## src/rtl/core/gbft_pkg.sv

```systemverilog
`default_nettype none

package gbft_pkg;

	// Graph size limits
	localparam int MAX_NODES = 64;
	localparam int MAX_EDGES = 256;

	// Field widths of the channels
	localparam int NODE_W = 6;
	localparam int FUNC_W = 2;
	localparam int STAT_W = 2;

	// Derived widths: node index, edge index, edge count, queue pointer
	localparam int NI_W = (MAX_NODES > 1) ? $clog2(MAX_NODES) : 1;
	localparam int EI_W = (MAX_EDGES > 1) ? $clog2(MAX_EDGES) : 1;
	localparam int EC_W = $clog2(MAX_EDGES + 1);
	localparam int QP_W = $clog2(MAX_NODES + 1);

	// Function codes of an input item
	typedef enum logic [FUNC_W-1:0] {
		FUNC_ADD      = 2'd0,
		FUNC_TRAVERSE = 2'd1,
		FUNC_CLEAR    = 2'd2
	} func_t;

	// Status codes of a result
	typedef enum logic [STAT_W-1:0] {
		STAT_VISIT   = 2'd0,
		STAT_STORED  = 2'd1,
		STAT_FULL    = 2'd2,
		STAT_CLEARED = 2'd3
	} status_t;

	// Controller states
	typedef enum logic [2:0] {
		ST_IDLE,
		ST_FETCH,
		ST_LOAD,
		ST_SCAN,
		ST_EMIT
	} state_t;

	// Commands from controller to datapath
	typedef struct packed {
		logic add;
		logic clear;
		logic trav_start;
		logic fetch;
		logic load;
		logic scan;
		logic emit;
	} cmd_t;

	// Status from datapath to controller
	typedef struct packed {
		logic start_ok;
		logic scan_done;
		logic queue_empty;
	} dp_status_t;

endpackage

`default_nettype wire

```

## src/rtl/core/graph_breadth_first_traversal_unit.sv

```systemverilog
`default_nettype none
// Channel   Handshake          Fields
// command   start & !busy      func, node_a, node_b
// result    strobe (1 cycle)   node, status, last
//
// Add and clear: result in the cycle after the transfer, busy stays low.
// Traverse: each dequeued node rescans the edge table through its single
// read port, one edge per cycle.
// Reset clears edge count, visited marks and queue pointers at once; the
// edge table and queue are not cleared. Results cannot be held off.

module graph_breadth_first_traversal_unit (
	input  wire                             clk,
	input  wire                             arst_n,
	input  wire                             start,
	output logic                            busy,
	input  wire  [gbft_pkg::FUNC_W-1:0]     func,
	input  wire  [gbft_pkg::NODE_W-1:0]     node_a,
	input  wire  [gbft_pkg::NODE_W-1:0]     node_b,
	output logic                            strobe,
	output logic [gbft_pkg::NODE_W-1:0]     node,
	output logic [gbft_pkg::STAT_W-1:0]     status,
	output logic                            last
);
	import gbft_pkg::*;

	cmd_t       cmd;
	dp_status_t st;

	gbft_ctrl u_ctrl (
		.clk    (clk),
		.arst_n (arst_n),
		.start  (start),
		.func   (func),
		.st     (st),
		.cmd    (cmd),
		.busy   (busy)
	);

	gbft_datapath u_datapath (
		.clk    (clk),
		.arst_n (arst_n),
		.cmd    (cmd),
		.node_a (node_a),
		.node_b (node_b),
		.st     (st),
		.node   (node),
		.status (status),
		.last   (last),
		.strobe (strobe)
	);

	// An edge transfer yields one final result in the next cycle
	a_add_result: assert property (@(posedge clk) disable iff (!arst_n)
		(start && !busy && (func == FUNC_ADD)) |=> (strobe && last))
		else $error("edge transfer gave no final result");

	// Status results always close their item
	a_status_last: assert property (@(posedge clk) disable iff (!arst_n)
		(strobe && (status != STAT_VISIT)) |-> last)
		else $error("status result without last");

	// The final result leaves the block idle
	a_last_idle: assert property (@(posedge clk) disable iff (!arst_n)
		(strobe && last) |-> !busy)
		else $error("busy after final result");

	// A non-final result means the traversal is still running
	a_mid_busy: assert property (@(posedge clk) disable iff (!arst_n)
		(strobe && !last) |-> busy)
		else $error("traversal stopped before final result");

endmodule

`default_nettype wire

```

## src/rtl/core/gbft_ctrl.sv

```systemverilog
`default_nettype none

module gbft_ctrl (
	input  wire                      clk,
	input  wire                      arst_n,
	input  wire                      start,
	input  wire  [1:0]               func,
	input  gbft_pkg::dp_status_t     st,
	output gbft_pkg::cmd_t           cmd,
	output logic                     busy
);
	import gbft_pkg::*;

	state_t state_q;
	state_t state_d;

	// State register
	always_ff @(posedge clk or negedge arst_n) begin
		if (!arst_n) begin
			state_q <= ST_IDLE;
		end else begin
			state_q <= state_d;
		end
	end

	// Next state and commands
	always_comb begin
		state_d = state_q;
		cmd     = '0;
		unique case (state_q)
			ST_IDLE: begin
				if (start) begin
					unique case (func)
						FUNC_ADD:   cmd.add = 1'b1;
						FUNC_CLEAR: cmd.clear = 1'b1;
						FUNC_TRAVERSE: begin
							if (st.start_ok) begin
								cmd.trav_start = 1'b1;
								state_d        = ST_FETCH;
							end
						end
						default: ;
					endcase
				end
			end
			ST_FETCH: begin
				cmd.fetch = 1'b1;
				state_d   = ST_LOAD;
			end
			ST_LOAD: begin
				cmd.load = 1'b1;
				state_d  = ST_SCAN;
			end
			ST_SCAN: begin
				cmd.scan = 1'b1;
				if (st.scan_done) begin
					state_d = ST_EMIT;
				end
			end
			ST_EMIT: begin
				cmd.emit = 1'b1;
				state_d  = st.queue_empty ? ST_IDLE : ST_FETCH;
			end
			default: state_d = ST_IDLE;
		endcase
	end

	assign busy = (state_q != ST_IDLE);

endmodule

`default_nettype wire

```

## src/rtl/core/gbft_datapath.sv

```systemverilog
`default_nettype none

module gbft_datapath (
	input  wire                             clk,
	input  wire                             arst_n,
	input  gbft_pkg::cmd_t                  cmd,
	input  wire  [gbft_pkg::NODE_W-1:0]     node_a,
	input  wire  [gbft_pkg::NODE_W-1:0]     node_b,
	output gbft_pkg::dp_status_t            st,
	output logic [gbft_pkg::NODE_W-1:0]     node,
	output logic [gbft_pkg::STAT_W-1:0]     status,
	output logic                            last,
	output logic                            strobe
);
	import gbft_pkg::*;

	// Edge table: both endpoints of one edge in one word
	logic [2*NODE_W-1:0] edge_mem [MAX_EDGES];
	logic [2*NODE_W-1:0] edge_rd_s1;
	logic                edge_vld_s1;
	logic [EC_W-1:0]     edge_count_q;
	logic [EC_W-1:0]     idx_q;

	// Pending queue and its pointers
	logic [NODE_W-1:0]   queue_mem [MAX_NODES];
	logic [NODE_W-1:0]   queue_rd_q;
	logic [QP_W-1:0]     head_q;
	logic [QP_W-1:0]     tail_q;

	logic [MAX_NODES-1:0] visited_q;
	logic [NODE_W-1:0]    u_q;

	logic [NODE_W-1:0]   node_q;
	logic [STAT_W-1:0]   status_q;
	logic                last_q;
	logic                strobe_q;

	logic                add_ok;
	logic                issue;
	logic [NODE_W-1:0]   e_one;
	logic [NODE_W-1:0]   e_two;
	logic                hit;
	logic [NODE_W-1:0]   v;
	logic                reach;

	// Edge admission and scan issue
	assign add_ok = (edge_count_q < EC_W'(MAX_EDGES))
		&& ((NODE_W+1)'(node_a) < (NODE_W+1)'(MAX_NODES))
		&& ((NODE_W+1)'(node_b) < (NODE_W+1)'(MAX_NODES));
	assign issue = cmd.scan && (idx_q < edge_count_q);

	// Pick the far end of an edge that touches the current node
	assign e_one = edge_rd_s1[2*NODE_W-1:NODE_W];
	assign e_two = edge_rd_s1[NODE_W-1:0];
	always_comb begin
		hit = 1'b0;
		v   = e_two;
		if (e_one == u_q) begin
			hit = 1'b1;
			v   = e_two;
		end else if (e_two == u_q) begin
			hit = 1'b1;
			v   = e_one;
		end
	end
	assign reach = cmd.scan && edge_vld_s1 && hit
		&& ((NODE_W+1)'(v) < (NODE_W+1)'(MAX_NODES))
		&& !visited_q[v[NI_W-1:0]]
		&& (tail_q < QP_W'(MAX_NODES));

	// Memories: edge write on add, edge read during scan, queue write/read
	always_ff @(posedge clk) begin
		if (cmd.add && add_ok) begin
			edge_mem[edge_count_q[EI_W-1:0]] <= {node_a, node_b};
		end
		if (issue) begin
			edge_rd_s1 <= edge_mem[idx_q[EI_W-1:0]];
		end
		if (cmd.trav_start) begin
			queue_mem[0] <= node_a;
		end else if (reach) begin
			queue_mem[tail_q[NI_W-1:0]] <= v;
		end
		if (cmd.fetch) begin
			queue_rd_q <= queue_mem[head_q[NI_W-1:0]];
		end
	end

	// Control state of the datapath
	always_ff @(posedge clk or negedge arst_n) begin
		if (!arst_n) begin
			edge_count_q <= '0;
			visited_q    <= '0;
			head_q       <= '0;
			tail_q       <= '0;
			idx_q        <= '0;
			edge_vld_s1  <= 1'b0;
			strobe_q     <= 1'b0;
		end else begin
			strobe_q <= cmd.add || cmd.clear || cmd.emit;
			if (cmd.add && add_ok) begin
				edge_count_q <= edge_count_q + EC_W'(1);
			end
			if (cmd.clear) begin
				visited_q <= '0;
			end else if (cmd.trav_start) begin
				visited_q[node_a[NI_W-1:0]] <= 1'b1;
			end else if (reach) begin
				visited_q[v[NI_W-1:0]] <= 1'b1;
			end
			if (cmd.trav_start) begin
				head_q <= '0;
				tail_q <= QP_W'(1);
			end else begin
				if (reach) begin
					tail_q <= tail_q + QP_W'(1);
				end
				if (cmd.fetch) begin
					head_q <= head_q + QP_W'(1);
				end
			end
			if (cmd.load) begin
				idx_q       <= '0;
				edge_vld_s1 <= 1'b0;
			end else if (cmd.scan) begin
				edge_vld_s1 <= issue;
				if (issue) begin
					idx_q <= idx_q + EC_W'(1);
				end
			end
		end
	end

	// Current node and result payload
	always_ff @(posedge clk) begin
		if (cmd.load) begin
			u_q <= queue_rd_q;
		end
		if (cmd.add) begin
			node_q   <= '0;
			status_q <= add_ok ? STAT_STORED : STAT_FULL;
			last_q   <= 1'b1;
		end else if (cmd.clear) begin
			node_q   <= '0;
			status_q <= STAT_CLEARED;
			last_q   <= 1'b1;
		end else if (cmd.emit) begin
			node_q   <= u_q;
			status_q <= STAT_VISIT;
			last_q   <= (head_q == tail_q);
		end
	end

	assign st.start_ok    = ((NODE_W+1)'(node_a) < (NODE_W+1)'(MAX_NODES));
	assign st.scan_done   = (idx_q == edge_count_q) && !edge_vld_s1;
	assign st.queue_empty = (head_q == tail_q);

	assign node   = node_q;
	assign status = status_q;
	assign last   = last_q;
	assign strobe = strobe_q;

endmodule

`default_nettype wire

```

## config.mk

```make
export PLATFORM = sky130hd
export DESIGN_NAME = graph_breadth_first_traversal_unit
export DESIGN_NICKNAME = d
export VERILOG_FILES = /design/src/rtl/core/gbft_pkg.sv /design/src/rtl/core/graph_breadth_first_traversal_unit.sv /design/src/rtl/core/gbft_ctrl.sv /design/src/rtl/core/gbft_datapath.sv
export SDC_FILE = /design/constraint.sdc
export NUM_CORES = 2
export LEC_CHECK = 0
export BUFFER_PORTS_ARGS = -buffer_cell sky130_fd_sc_hd__buf_2
export CORE_UTILIZATION = 52
export CTS_BUF_LIST = sky130_fd_sc_hd__clkbuf_8
export DETAILED_ROUTE_END_ITERATION = 16
export PLACE_DENSITY = 0.67
export SYNTH_ARGS = -nofsm -noshare
export SYNTH_HDL_FRONTEND = slang
export SYNTH_SLANG_ARGS = --single-unit
```

## constraint.sdc

```tcl
create_clock -name clk -period 8.6 [get_ports clk]
set_input_delay 0.43 -clock clk [delete_from_list [all_inputs] [get_ports clk]]
set_output_delay 0.43 -clock clk [all_outputs]
set_load 0.03 [all_outputs]
```

==> reports/metrics.yaml <==
outcome: "complete, no violations"
viasPerCell: 6.37
p_per_area_mw_per_mm2: 213
yosysTopAreaCell: "edfxtp_1"
max_stage_delay_ns: 1.04
drtIter0Drc: 9357
cp.arrival_ns: 7.82
crit_path_top_delay_cell: "mux2i_4"
area_delta_synth_final_pct: 10.9
io_buffers: 27
p_leak_nw: 49.9
path_max_fanout: 72
fillers: 19100
fin_nets: 6637
root_buffer: "clkbuf_8"
cts_tree: "yes"
max_cap_viol_count: 0
antenna_found_initial: 24
synth_top_cell_area_share: 0.745
worst_ir_drop_vdd_v: 0.000136
cts_resized: 0
ys_seq_area_frac: 0.764
first_pass_iters: 6
cts-buffers-inserted: 575
dieArea_mm2: 0.272
yosysWarnings: 0
multi_input_area_mm2: 0.0317
wl_per_cell_um: 32.5
worst_pin_slew_ns: 1.33
setup_viol: 0
grt_pass1_wl_mm: 494
r2r-end: "u_datapath.queue_mem[37][2]"
clockBufferDepth: 4
grt_overflow: 0
synth.avg_cell_area_um2: 22.6
register_area_mm2: 0.107
relSlewSlack: 0.112
htreeDepth: 6
start_kind: "flip-flop"
slew_violations: 0
r2r_cells: 13
r2r_slack_ns: 1.68
end_kind: "flip-flop"
pin_count: 28
first_global_vias: 67300
drt_wl_total_mm: 344
crit_type: "reg2reg"
crit_top_cell: "buf_4"
die_w_um: 521
post-route-period-util: 0.805
hold_path.class: "in2reg"
drc: 0
dp_hpwl_mm: 200
grt_start_max_net_pins: 173
synth_area_leaders: "edfxtp_1 (75%), mux4_2 (18%), dfrtp_1 (1.8%)"
required_ns: 9.50
vias: 67500
clk_pin_slew_ns: 0.06
synth_async_sr_flop_share: 0.0281
grt.total_usage: 0.255
clk_latency_ns: 1.16
whs_path_depth: 2
synth-seq-cells: 3590
min_to: "u_datapath.edge_mem[248][11]"
num_rows: 190
place_congestion: 0.917
cts_setup_buffers: 0
worstReg2RegStart: "u_datapath.edge_rd_s1[7]"
max_freq_ghz: 0.144
ant_nets: 0
core_mm2: 0.268
hold_viol: 0
die_y_um: 521
ys.flop_type: "edfxtp_1"
finClkSkew_ns: 0.0577
fin_tns_setup_ns: 0
synth-edff-count: 3482
syn_nets: 6237
stdcell_area_mm2: 0.156
start_util: 0.523
layout-drive-gt1-share: 0.299
place_area_mm2: 0.145
rsz0062_at_grt: "no"
syn_inst: 6204
min_period_ns: 6.92
cts.sinks: 3590
ys_types: 71
cp_cell_sequence: "xnor2_1 -> nand2_1 -> o211ai_4 -> buf_4 -> mux2i_1 -> a221oi_1 -> o221ai_1 -> a2111oi_4 -> buf_4 -> o2111ai_4 -> buf_4 -> mux2i_4 -> buf_4"
hold_start: "node_a[5]"
syn-cell-area_mm2: 0.140
-- registers in the layout, summed over array words and instances (netlist names), 2 cells and up --
name and cells:
u_ctrl.state_q 3, u_datapath.node 6, u_datapath.idx_q 9, u_datapath.u_q 6
u_datapath.edge_mem 3072, u_datapath.tail_q 7, u_datapath.edge_count_q 9, u_datapath.head_q 7
u_datapath.queue_rd_q 6, u_datapath.edge_rd_s1 12, u_datapath.visited_q 64, u_datapath.status 2
u_datapath.queue_mem 384
-- power by group --
part	internal [mW]	leakage [nW]	switching, mW	total, mW
clock	6.74	5.96	6.70	13.4
sequential	19.2	32.4	0.0394	19.2
combinational	0.129	11.5	0.416	0.545
total	26.1	49.9	7.16	33.2
-- critical path: cells and delay by family (launching register included) --
| family | cells | cell delay, ns |
|---|---|---|
| DFF | 1 | 0.81 |
| buffers and inverters | 4 | 2.04 |
| and+or+nand+nor | 1 | 0.16 |
| xor gates and xnor gates | 1 | 0.20 |
| muxes | 2 | 1.82 |
| AOI/OAI and AO/OA | 5 | 1.57 |
-- worst max-delay path by stage --
stage | end | start | cells past startpoint
3_5_place_dp | u_datapath.queue_mem[21][2] | u_datapath.edge_rd_s1[7] | 13
4_1_cts | u_datapath.queue_mem[37][2] | u_datapath.edge_rd_s1[7] | 13
5_1_grt | u_datapath.queue_mem[37][2] | u_datapath.edge_rd_s1[7] | 13
6_report | u_datapath.queue_mem[37][2] | u_datapath.edge_rd_s1[7] | 13
2_1_floorplan | u_datapath.queue_mem[0][2] | u_datapath.edge_rd_s1[1] | 12
3_3_place_gp | u_datapath.queue_mem[20][2] | u_datapath.edge_rd_s1[7] | 13
-- routing by layer --
| metal | GRT usage | vias up | wire length [um] |
|---|---|---|---|
| met4 | 0.0699 | 10 | 9510 |
| met1 | 0.378 | 36300 | 139000 |
| met2 | 0.395 | 3487 | 164000 |
| li1 | - | 27200 | - |
| met5 | 0 | - | 80 |
| met3 | 0.0469 | 540 | 31300 |
-- synth_stat cells, drive strengths merged (10+ instances only) --
cell,number
ha,16
nand3b,10
nor2,343
nand3,55
mux4,1148
nand2,151
dfrtp,101
o21a,10
clkbuf,255
a21oi,98
or4,15
inv,26
edfxtp,3482
nor3,79
buf,112
a221oi,15
o21ai,70
mux2,22
mux2i,29
nor2b,15
nand4,16
xnor2,19
xor2,14
-- cells in the final DEF, fill, tap and decap left out, types with 8 or more instances in the layout --
| cell | count |
|---|---|
| ha_1 | 16 |
| or4_1 | 15 |
| a21oi_1 | 98 |
| o21ai_0 | 70 |
| xnor2_1 | 19 |
| edfxtp_1 | 3482 |
| bufinv_16 | 12 |
| buf_2 | 14 |
| clkinv_1 | 106 |
| nand2_1 | 135 |
| xor2_1 | 14 |
| nor2b_1 | 15 |
| diode_2 | 10 |
| clkinvlp_4 | 23 |
| inv_6 | 18 |
| mux2_2 | 21 |
| nor2_1 | 342 |
| o21a_1 | 10 |
| dfrtp_1 | 92 |
| nand4_1 | 16 |
| clkinv_2 | 58 |
| nand2_2 | 15 |
| a221oi_1 | 15 |
| clkbuf_8 | 587 |
| buf_12 | 19 |
| buf_4 | 127 |
| buf_8 | 12 |
| mux4_2 | 1148 |
| nand3_1 | 55 |
| dlygate4sd3_1 | 18 |
| nor3_1 | 79 |
| mux2i_1 | 27 |
| nand3b_1 | 10 |
| inv_1 | 213 |
| inv_8 | 8 |
-- cells by family (layout without fill, tap and decap cells) --
logic type / Yosys count / in the layout / share of synthesized area
mux: 1199 / 1199 / 0.188
other cells: 0 / 10 / 0
flops: 3590 / 3590 / 0.764
compound gates: 241 / 241 / 0.0105
simple gates: 731 / 731 / 0.0231
buf+inv: 394 / 1222 / 0.0107
fa+ha+maj: 16 / 16 / 0.00143
xor+xnor: 33 / 33 / 0.00206
-- repair_timing --
action | in CTS | in global routing
hold endpoints to repair | 1054 | 0
setup endpoints to repair | 0 | 0
hold buffers | 19 | 0
-- through the flow --
stage / setup slack [ns] / power (mW) / std cells / utilization / hold WS [ns]
after global placement: 1.92 / 20.1 / 9560 / 0.541 / 0.411
after CTS: 1.77 / 33.5 / 10600 / 0.580 / 0.159
after detailed placement: 1.83 / 20.1 / 9560 / 0.541 / 0.416
after global routing: 1.27 / 34.2 / 10600 / 0.580 / 0.212
final: 1.68 / 33.2 / 10600 / 0.580 / 0.264
after floorplan: 2.92 / 19.7 / 6204 / - / 0.134
-- final cells by class --
cell class,count,share of cell area
repair buffers,190,0.0113
clock inverters,418,0.0147
diodes,10,0.000161
multi-input cells,2220,0.204
flip-flops and latches,3590,0.689
clock buffers,587,0.0519
well taps,3552,0.0286
inverters,27,0.000651
Note: power is estimated with default switching activity, not from simulation.
